## config.mk

```make
export PLATFORM = sky130hd
export DESIGN_NAME = apr_cell
export DESIGN_NICKNAME = d
export VERILOG_FILES = /design/src/rtl/apr_pkg.sv /design/src/rtl/apr_cell.sv
export SDC_FILE = /design/constraint.sdc
export NUM_CORES = 1
export LEC_CHECK = 0
export ABC_AREA = 1
export BUFFER_PORTS_ARGS = -buffer_cell sky130_fd_sc_hd__buf_2
export CAP_MARGIN = 20
export CORE_AREA = 2 2 220 222
export DETAILED_ROUTE_END_ITERATION = 16
export DIE_AREA = 0 0 222 224
export MAX_ROUTING_LAYER = met4
export PLACE_DENSITY = 0.7
export SYNTH_ARGS = -nofsm -noshare
export SYNTH_HDL_FRONTEND = slang
export SYNTH_SLANG_ARGS = --single-unit
```

## constraint.sdc

```tcl
create_clock -name i_clk -period 22.8 [get_ports i_clk]
set_input_delay 2.28 -clock i_clk [delete_from_list [all_inputs] [get_ports i_clk]]
set_output_delay 2.28 -clock i_clk [all_outputs]
set_load 0.005 [all_outputs]
```

## src/rtl/apr_pkg.sv

```systemverilog
package apr_pkg;

    localparam int RULE_SLOTS_DEF = 8;

    localparam int SLOT_W   = 3;
    localparam int TYPE_W   = 4;
    localparam int HALF_W   = 64;
    localparam int ADDR_W   = 2 * HALF_W;
    localparam int DETAIL_W = 8;
    localparam int PORT_W   = 16;
    localparam int V4_W     = 32;

    localparam logic OP_WRITE  = 1'b0;
    localparam logic OP_LOOKUP = 1'b1;

    // rule type codes; codes above RT_PORT_RANGE are stored but match nothing
    localparam logic [TYPE_W-1:0] RT_EMPTY      = 4'd0;
    localparam logic [TYPE_W-1:0] RT_ANY_ADDR   = 4'd1;
    localparam logic [TYPE_W-1:0] RT_V4_WILD    = 4'd2;
    localparam logic [TYPE_W-1:0] RT_V4_RANGE   = 4'd3;
    localparam logic [TYPE_W-1:0] RT_V6_EXACT   = 4'd4;
    localparam logic [TYPE_W-1:0] RT_V6_PREFIX  = 4'd5;
    localparam logic [TYPE_W-1:0] RT_V6_RANGE   = 4'd6;
    localparam logic [TYPE_W-1:0] RT_ANY_PORT   = 4'd7;
    localparam logic [TYPE_W-1:0] RT_PORT_EXACT = 4'd8;
    localparam logic [TYPE_W-1:0] RT_PORT_RANGE = 4'd9;

    // one lookup beat walking the cell chain
    typedef struct packed {
        logic              valid;
        logic [ADDR_W-1:0] addr;
        logic              is_v6;
        logic [PORT_W-1:0] port;
        logic              v6_special;
        logic              addr_hit;
        logic              port_hit;
    } t_beat;

    // rule write broadcast to all cells
    typedef struct packed {
        logic                en;
        logic [SLOT_W-1:0]   slot;
        logic [TYPE_W-1:0]   rule_type;
        logic [ADDR_W-1:0]   first;
        logic [ADDR_W-1:0]   second;
        logic [DETAIL_W-1:0] detail;
    } t_rule_wr;

endpackage

```

## src/rtl/apr_cell.sv

```systemverilog
module apr_cell #(
    parameter int CELL_INDEX = 0
) (
    input  logic             i_clk,
    input  logic             i_rst_n,
    input  apr_pkg::t_rule_wr i_wr,
    input  apr_pkg::t_beat   i_beat,
    output apr_pkg::t_beat   o_beat
);

    logic [apr_pkg::TYPE_W-1:0]   r_type;
    logic [apr_pkg::ADDR_W-1:0]   r_first;
    logic [apr_pkg::ADDR_W-1:0]   r_second;
    logic [apr_pkg::DETAIL_W-1:0] r_detail;
    apr_pkg::t_beat               r_beat;
    apr_pkg::t_beat               n_beat;

    logic                         w_sel;
    logic [apr_pkg::V4_W-1:0]     w_ip4;
    logic [apr_pkg::V4_W-1:0]     w_pat4;
    logic                         w_wild_ok;
    logic [apr_pkg::ADDR_W-1:0]   w_mask;
    logic [apr_pkg::HALF_W-1:0]   w_port;
    logic                         w_addr_match;
    logic                         w_port_match;

    assign w_sel = i_wr.en && (int'(i_wr.slot) == CELL_INDEX);

    always_ff @(posedge i_clk) begin
        if (!i_rst_n) begin
            r_type <= apr_pkg::RT_EMPTY;
        end else if (w_sel) begin
            r_type <= i_wr.rule_type;
        end
    end

    always_ff @(posedge i_clk) begin
        if (w_sel) begin
            r_first  <= i_wr.first;
            r_second <= i_wr.second;
            r_detail <= i_wr.detail;
        end
    end

    assign w_ip4  = i_beat.addr[apr_pkg::V4_W-1:0];
    assign w_pat4 = r_first[apr_pkg::V4_W-1:0];
    assign w_port = {{(apr_pkg::HALF_W - apr_pkg::PORT_W){1'b0}}, i_beat.port};
    // prefix mask: lengths of 128 and up give all ones, validity checked below
    assign w_mask = ~({apr_pkg::ADDR_W{1'b1}} >> r_detail);

    always_comb begin
        w_wild_ok = 1'b1;
        for (int k = 0; k < 4; k++) begin
            if (!r_detail[3-k] && (w_pat4[31-8*k -: 8] != w_ip4[31-8*k -: 8])) begin
                w_wild_ok = 1'b0;
            end
        end
    end

    always_comb begin
        w_addr_match = 1'b0;
        w_port_match = 1'b0;
        unique case (r_type)
            apr_pkg::RT_ANY_ADDR:   w_addr_match = 1'b1;
            apr_pkg::RT_V4_WILD:    w_addr_match = !i_beat.is_v6 && w_wild_ok;
            apr_pkg::RT_V4_RANGE:   w_addr_match = !i_beat.is_v6
                                        && (w_ip4 >= w_pat4)
                                        && (w_ip4 <= r_second[apr_pkg::V4_W-1:0]);
            apr_pkg::RT_V6_EXACT:   w_addr_match = i_beat.is_v6 && (i_beat.addr == r_first);
            apr_pkg::RT_V6_PREFIX:  w_addr_match = i_beat.is_v6
                                        && (r_detail <= 8'(apr_pkg::ADDR_W))
                                        && (((i_beat.addr ^ r_first) & w_mask) == '0);
            apr_pkg::RT_V6_RANGE:   w_addr_match = i_beat.is_v6
                                        && (i_beat.addr >= r_first)
                                        && (i_beat.addr <= r_second);
            apr_pkg::RT_ANY_PORT:   w_port_match = 1'b1;
            apr_pkg::RT_PORT_EXACT: w_port_match = (w_port == r_first[apr_pkg::HALF_W-1:0]);
            apr_pkg::RT_PORT_RANGE: w_port_match = (w_port >= r_first[apr_pkg::HALF_W-1:0])
                                        && (w_port <= r_second[apr_pkg::HALF_W-1:0]);
            default: begin
                w_addr_match = 1'b0;
                w_port_match = 1'b0;
            end
        endcase
    end

    always_comb begin
        n_beat          = i_beat;
        n_beat.addr_hit = i_beat.addr_hit || w_addr_match;
        n_beat.port_hit = i_beat.port_hit || w_port_match;
    end

    // advance the beat one cell each cycle
    always_ff @(posedge i_clk) begin
        if (!i_rst_n) begin
            r_beat.valid <= 1'b0;
        end else begin
            r_beat.valid <= n_beat.valid;
        end
    end

    always_ff @(posedge i_clk) begin
        r_beat.addr       <= n_beat.addr;
        r_beat.is_v6      <= n_beat.is_v6;
        r_beat.port       <= n_beat.port;
        r_beat.v6_special <= n_beat.v6_special;
        r_beat.addr_hit   <= n_beat.addr_hit;
        r_beat.port_hit   <= n_beat.port_hit;
    end

    assign o_beat = r_beat;

endmodule

```

== After elaboration in Yosys (flattened, before gate mapping) ==
Index checks and enable logic that the tools add are counted.
Storage, ports and cells
  register bits: 417
  logic and storage cells: 66
Cells by class
  $lt $le $gt $ge: 7
  eq/ne operators: 15
  shift operators: 1
  mux-type cells: 6
  bitwise operators: 3
  reduce and logical (&&, ||, !) cells: 23
Operators by type and width (number)
  128-bit AND: 1
  128-bit == test: 1
  128-bit greater-or-equal comparator: 1
  128-bit less-or-equal comparator: 1
  128-bit zero test: 1
  128-bit NOT: 1
  128-bit by 8-bit right shift with 128-bit output, first input constant: 1
  128-bit XOR: 1
  16-bit by 64-bit == test with 1-bit output: 1
  16-bit by 64-bit greater-or-equal comparator with 1-bit output: 1
  16-bit by 64-bit less-or-equal comparator with 1-bit output: 1
  32-bit greater-or-equal comparator: 1
  32-bit less-or-equal comparator: 1
  8-bit inequality test: 4
  4-bit by 3-bit == test with 1-bit output, second input constant: 4
  1-bit logical AND: 14
  4-bit by 2-bit == test with 1-bit output, second input constant: 2
  4-bit == test, second input constant: 2
  8-bit less-or-equal comparator, second input constant: 1
  1-bit case mux with 6 select lines: 1
  1-bit zero test: 5
  4-bit by 1-bit == test with 1-bit output, second input constant: 1
  1-bit 2-to-1 mux: 4
  3-bit zero test: 1
  other kinds (2): 3

== Longest topological paths before layout ==
Gate-level depths: netlist of the first run.
  word-level depth: 9
  depth in mapped cells: 18
  mapped depth without buffers: 18

== Worst setup path before layout of the first run ==
Ideal clock, no wire load.
  kind: input to register
  start point: in i_wr[269] (netlist bit)
  end point: reg r_type[0] (netlist bit)
  setup time: 0.150 ns
  arrival time: 9.837 ns
  path slack: 12.814 ns
  stages on the path: 5
  buffers on the path: 0
  path through: nor3_1 and2_1 inv_1 o21ai_0 a21oi_1
Between the ends
  word-level cells in the longest chain between the ends: 2
Ends and longest elaborated chain
  start: declaration: RTL line apr_cell.sv:6  | input apr_pkg::t_rule_wr i_wr,
  3-bit zero test: RTL line apr_cell.sv:27  | assign w_sel = i_wr.en && (int'(i_wr.slot) == CELL_INDEX);
  1-bit logical AND: RTL line apr_cell.sv:27
  named net w_sel: RTL line apr_cell.sv:18  | logic w_sel;
  end signal: assignment: RTL line apr_cell.sv:31  | r_type <= apr_pkg::RT_EMPTY;
  end signal: assignment: RTL line apr_cell.sv:33  | r_type <= i_wr.rule_type;
  end: declaration: RTL line apr_cell.sv:11  | logic [apr_pkg::TYPE_W-1:0] r_type;
The timed path passes the listed nets, and every way through them passes these cells.
A chain may end at the register's enable or synchronous reset.

== Worst setup path after layout of the first run ==
  start point: in i_wr[269] (netlist bit)
  end point: reg r_type[3] (netlist bit)
Same word-level chain as after synthesis.

==> results of run 1 <==
-- cell type report --
cell class                      instances  area (um^2)  area share [%]
Antenna cell                            6         15.0          0.0567
Clock buffer                           59         1240            4.68
Inverter                              408         1530            5.78
Timing Repair Buffer                  580         2950            11.1
Clock inverter                         19          161           0.609
Tap cell                              615          769            2.91
Multi-Input combinational cell       1455         8830            33.3
Sequential cell                       417        11000            41.5
-- registers in the layout (all words and copies together), names as in the netlist --
register	count
o_beat	149
r_first	128
r_type	4
r_second	128
r_detail	8
-- power by group through the flow --
stage / sequential (mW) / combinational (mW) / clock [mW]
global route: 0.844 / 0.247 / 0.743
global placement: 0.857 / 0.212 / 0
detailed placement: 0.858 / 0.218 / 0
CTS: 0.842 / 0.220 / 0.714
floorplan: 0.861 / 0.107 / 0
finish: 0.841 / 0.220 / 0.700
-- stage by stage --
stage | utilization [%] | worst slack, ns
finish | 55.9 | 17.79
global route | 55.9 | 17.54
CTS | 55.8 | 17.87
detailed placement | 52.9 | 17.23
global placement | 52.9 | 17.36
floorplan | - | 12.81
-- Yosys cell counts (2+ instances only) --
cell type  number  share of area [%]
a211oi_1        2              0.070
a21o_1         17               0.59
a21oi_1       151                3.5
a31oi_1         4               0.12
and2_1          3              0.087
buf_2          16               0.37
buf_4           2              0.070
buf_6           2               0.10
clkbuf_1        7               0.12
dfxtp_1       153                 14
edfxtp_1      264                 37
ha_1          288                 17
inv_1         402                7.0
inv_2           6               0.10
nand2_1       537                9.4
nand2_2         8               0.23
nand3_1        44                1.0
nand3b_1        5               0.17
nand4_1        40                1.2
nor2_1        193                3.4
nor2_2          4               0.12
nor2_4          5               0.26
nor3_1         19               0.44
nor4_1         12               0.35
o211ai_1        3               0.10
o21a_1          8               0.28
o21ai_0        57                1.3
o21ai_1        18               0.42
o21ai_2         3               0.12
o21bai_1       21               0.73
o22ai_1         6               0.17
-- path summary, 6_finish.rpt --
kind	startpoint	to	slack, ns	cells past startpoint
max	i_wr[269]	r_type[3]$_SDFFE_PN0P_	17.79	8
min	r_type[2]$_SDFFE_PN0P_	r_type[2]$_SDFFE_PN0P_	0.51	2
max reg2reg	r_detail[7]$_DFFE_PP_	o_beat[1]$_DFF_P_	19.59	13
min reg2reg	r_type[2]$_SDFFE_PN0P_	r_type[2]$_SDFFE_PN0P_	0.51	2
-- worst max-delay path, cell delays in order --
cell and delay (ns):
buf_2 0.10, nor3_1 0.18, and2_4 0.72, buf_4 0.84
buf_4 0.65, inv_1 0.23, o21ai_0 0.22, a21oi_1 0.06
-- cells by family after synthesis --
group                      Yosys count  synth area share, %
adders and majority gates          288                 16.8
AOI/OAI and AO/OA                  294                 7.61
DFF                                417                 51.1
and+or+nand+nor                    873                 16.7
buffers and inverters              435                 7.80
-- layer usage --
metal	track usage (%)	share of wire [%]	vias up
li1	-	-	8816
met1	34.5	42	8443
met2	47.8	50	699
met3	4.34	6.1	87
met4	7.52	2.1	0
met5	-	0	-
==> flow_metrics.tcl, run 1 <==
set metrics [dict create \
    outcome "finished clean" \
    start_util_pct 45.4 \
    place_congestion 0.955 \
    grt_max_degree 86 \
    io_pins 572 \
    via_per_inst 5.07 \
    hpwlAfterDp_um 56000 \
    synth_nets 3018 \
    cellPowerDensity_nw_per_um2 66.5 \
    power.share.clock_pct 39.8 \
    setup-tns-final_ns 0 \
    synth_cells 2307 \
    drive_gt1_share_pct 22.9 \
    fin_worst_skew_ns 0.0160 \
    final_antenna_net_count 0 \
    syn-cell-area_um2 21500 \
    num_vias 18045 \
    async_flop_share_pct 0 \
    postCtsResizedCells 0 \
    final.min_clock_period_ns 5.01 \
    die-width_um 222 \
    final_common_cell "buf_2" \
    total_power_mw 1.76 \
    ys.warnings.count 0 \
    nNetsFinal 3616 \
    p_int_mw 1.33 \
    cts_setup_buffers 0 \
    p_comb_share_pct 12.5 \
    criticalPathCategory "input pin to flip-flop" \
    max_freq_mhz 200 \
    cp.required_ns 23.26 \
    cts_max_path_buffers 3 \
    cts_buffers 43 \
    fp.dieArea_um2 49700 \
    place_inst 3474 \
    cts_root_buffer "clkbuf_16" \
    htree_levels 2 \
    holdBufCountCts 0 \
    synth_edf_count 264 \
    power_leakage_nw 13.3 \
    initialDrtViolationCount 1288 \
    grt_pass1_vias 18312 \
    setup_viol 0 \
    slew_headroom_pct 32.5 \
    instances_no_fill 3559 \
    p_switching_mw 0.433 \
    wl_per_cell_um 19.3 \
    firstDrtPassIters 8 \
    clk_pin_slew_ns 0.06 \
    end_kind "flip-flop" \
    cts_tree "yes" \
    syn_area_per_cell_um2 9.32 \
    core_um2 47300 \
    grt.total_usage_pct 27.9 \
    port_buffers 571 \
    hold_path.class "flip-flop to flip-flop" \
    cts.sinks 417 \
    arrival_ns 5.47 \
    placed_area_um2 25000 \
    die_y_um 224 \
    mostFrequentLayoutCells "buf_2 (571), nand2_1 (537), inv_1 (402)" \
    clk_latency_ns 0.57 \
    timing.max_cap.violations 0 \
    synth_cell_types 38 \
    wl_um 68500 \
    overflow 0 \
    drcViolationCount 0 \
    switching_share_pct 24.6 \
    yosysSeqAreaShare_pct 51.1 \
    holdWs_ns 0.512 \
    min_period_over_period_pct 22.0 \
    pwr-share-seq_pct 47.8 \
    antenna_found_initial 6 \
    drv_slew 0 \
    fin_area_um2 26500 \
    ys.flop_type "edfxtp_1" \
    worstPathMaxFanout 73 \
    syn2layout_area_growth_pct 23.2 \
    cp-start-kind "input pin" \
    grt_pass1_wl_um 103000 \
    worst_pin_slew_ns 1.01 \
    hold_viol_final 0 \
    ir_drop_uv 61.2 \
    rsz0062_at_grt "false" \
    nFillCells 4189 \
    ys_ff_latch 417 \
    placementRows 80 \
]
Note: power is estimated with default switching activity, not from simulation.
==> run 2: changes to the inputs <==
Settings changed: CORE_AREA 2 2 220 222 to 2 2 221 223, DIE_AREA 0 0 222 224 to 0 0 223 225, PLACE_DENSITY 0.7 to 0.73.
Clock period 22.8 ns to 4.1 ns, I/O delays scaled along.
==> run 2 against run 1 <==
Via count rose by 14%. Cell area rose by 15%. Utilization rose by 8.1 points. Wire length rose by 18%. Cell count rose by 11%. Die area rose by 0.90%. Critical path type is now flip-flop to flip-flop.
==> flow_metrics.tcl, run 2 (synthesis results as in run 1) <==
set metrics [dict create \
    htree_levels 2 \
    postCtsResizedCells 0 \
    min_period_over_period_pct 69.2 \
    cts_tree "yes" \
    cts.sinks 417 \
    arrival_ns 3.37 \
    fp.dieArea_um2 50200 \
    grt_max_degree 95 \
    firstDrtPassIters 6 \
    ir_drop_uv 663 \
    fin_worst_skew_ns 0.0171 \
    holdBufCountCts 377 \
    slew_headroom_pct 25.1 \
    io_pins 572 \
    port_buffers 571 \
    via_per_inst 5.21 \
    cp-start-kind "flip-flop" \
    cts_setup_buffers 0 \
    fin_area_um2 30500 \
    overflow 0 \
    hold_viol_final 0 \
    cellPowerDensity_nw_per_um2 342 \
    wl_um 81200 \
    grt_pass1_vias 21500 \
    place_congestion 1.12 \
    clk_pin_slew_ns 0.07 \
    die-width_um 223 \
    mostFrequentLayoutCells "buf_2 (571), nand2_1 (537), inv_1 (402)" \
    worst_pin_slew_ns 1.11 \
    syn2layout_area_growth_pct 41.7 \
    core_um2 47500 \
    nNetsFinal 4002 \
    end_kind "flip-flop" \
    die_y_um 225 \
    cts_root_buffer "clkbuf_16" \
    largest_reg_flops 149 \
    final.min_clock_period_ns 2.84 \
    final_antenna_net_count 0 \
    wl_per_cell_um 20.5 \
    setup-tns-final_ns 0 \
    drv_slew 0 \
    hpwlAfterDp_um 58400 \
    timing.max_cap.violations 0 \
    worstPathMaxFanout 27 \
    initialDrtViolationCount 1702 \
    criticalPathCategory "flip-flop to flip-flop" \
    antenna_found_initial 10 \
    final_common_cell "buf_2" \
    hold_path.class "input pin to flip-flop" \
    cts_max_path_buffers 3 \
    drive_gt1_share_pct 20.7 \
    clk_latency_ns 0.59 \
    setup_viol 0 \
    cts_buffers 45 \
    power_leakage_nw 15.0 \
    cp.required_ns 4.63 \
    rsz0062_at_grt "false" \
    drcViolationCount 0 \
    start_util_pct 45.2 \
    num_vias 20611 \
    holdWs_ns 0.0143 \
    placed_area_um2 25100 \
    max_freq_mhz 352 \
    grt.total_usage_pct 32.5 \
    outcome "finished clean" \
    grt_pass1_wl_um 121000 \
    placementRows 80 \
]
-- run 2: worst paths after layout --
path                            endpoint                    from  slack, ns  cells after the start
setup / recovery       o_beat[1]$_DFF_P_   r_detail[5]$_DFFE_PP_       1.26                     13
hold / removal        o_beat[41]$_DFF_P_              i_beat[41]       0.01                      1
setup reg to reg       o_beat[1]$_DFF_P_   r_detail[5]$_DFFE_PP_       1.26                     13
hold reg to reg   r_type[2]$_SDFFE_PN0P_  r_type[2]$_SDFFE_PN0P_       0.50                      2
-- run 2: cell type report --
cell class	count	area, um^2
Inverter	408	1530
Clock inverter	26	231
Antenna cell	11	27.5
Clock buffer	58	1270
Tap cell	615	769
Fill cell	3605	17100
Timing Repair Buffer	964	6800
Multi-Input combinational cell	1455	8830
Sequential cell	417	11000
-- run 2: power breakdown --
part	switching, mW	internal [mW]	leakage [nW]
sequential	0.0610	4.63	3.69
combinational	0.834	0.749	10.6
clock	1.80	2.34	0.738
-- run 2: layer usage --
layer  vias up  part of all wire (%)  track usage, %
li1       9597                     -               -
met1      9675                    39            37.3
met2      1066                    49            56.7
met3       273                   7.0            5.16
met4         0                   4.5            13.9
met5         -                     0               -
-- run 2: per-stage QoR --
| step | cells | total power, mW | utilization, % | worst slack (ns) |
|---|---|---|---|---|
| after floorplan | 2307 | 5.37 | - | 0.816 |
| after global placement | 3481 | 5.97 | 52.9 | 1.32 |
| after detailed placement | 3481 | 6.01 | 52.9 | 1.34 |
| after CTS | 3942 | 10.4 | 64.0 | 1.33 |
| after global routing | 3952 | 10.8 | 64.0 | 0.957 |
| final | 3954 | 10.4 | 64.0 | 1.26 |
-- run 2: critical path: stages (launching register included) --
cell      delay (ns)
edfxtp_1        0.67
inv_2           0.46
nand2_2         0.35
inv_1           0.24
nand2_1         0.10
o21bai_1        0.13
nand2_1         0.07
nor2_1          0.09
nand3b_1        0.11
nor2_1          0.12
nand2_1         0.07
nor2_1          0.16
nand4_1         0.13
nand4_1         0.08
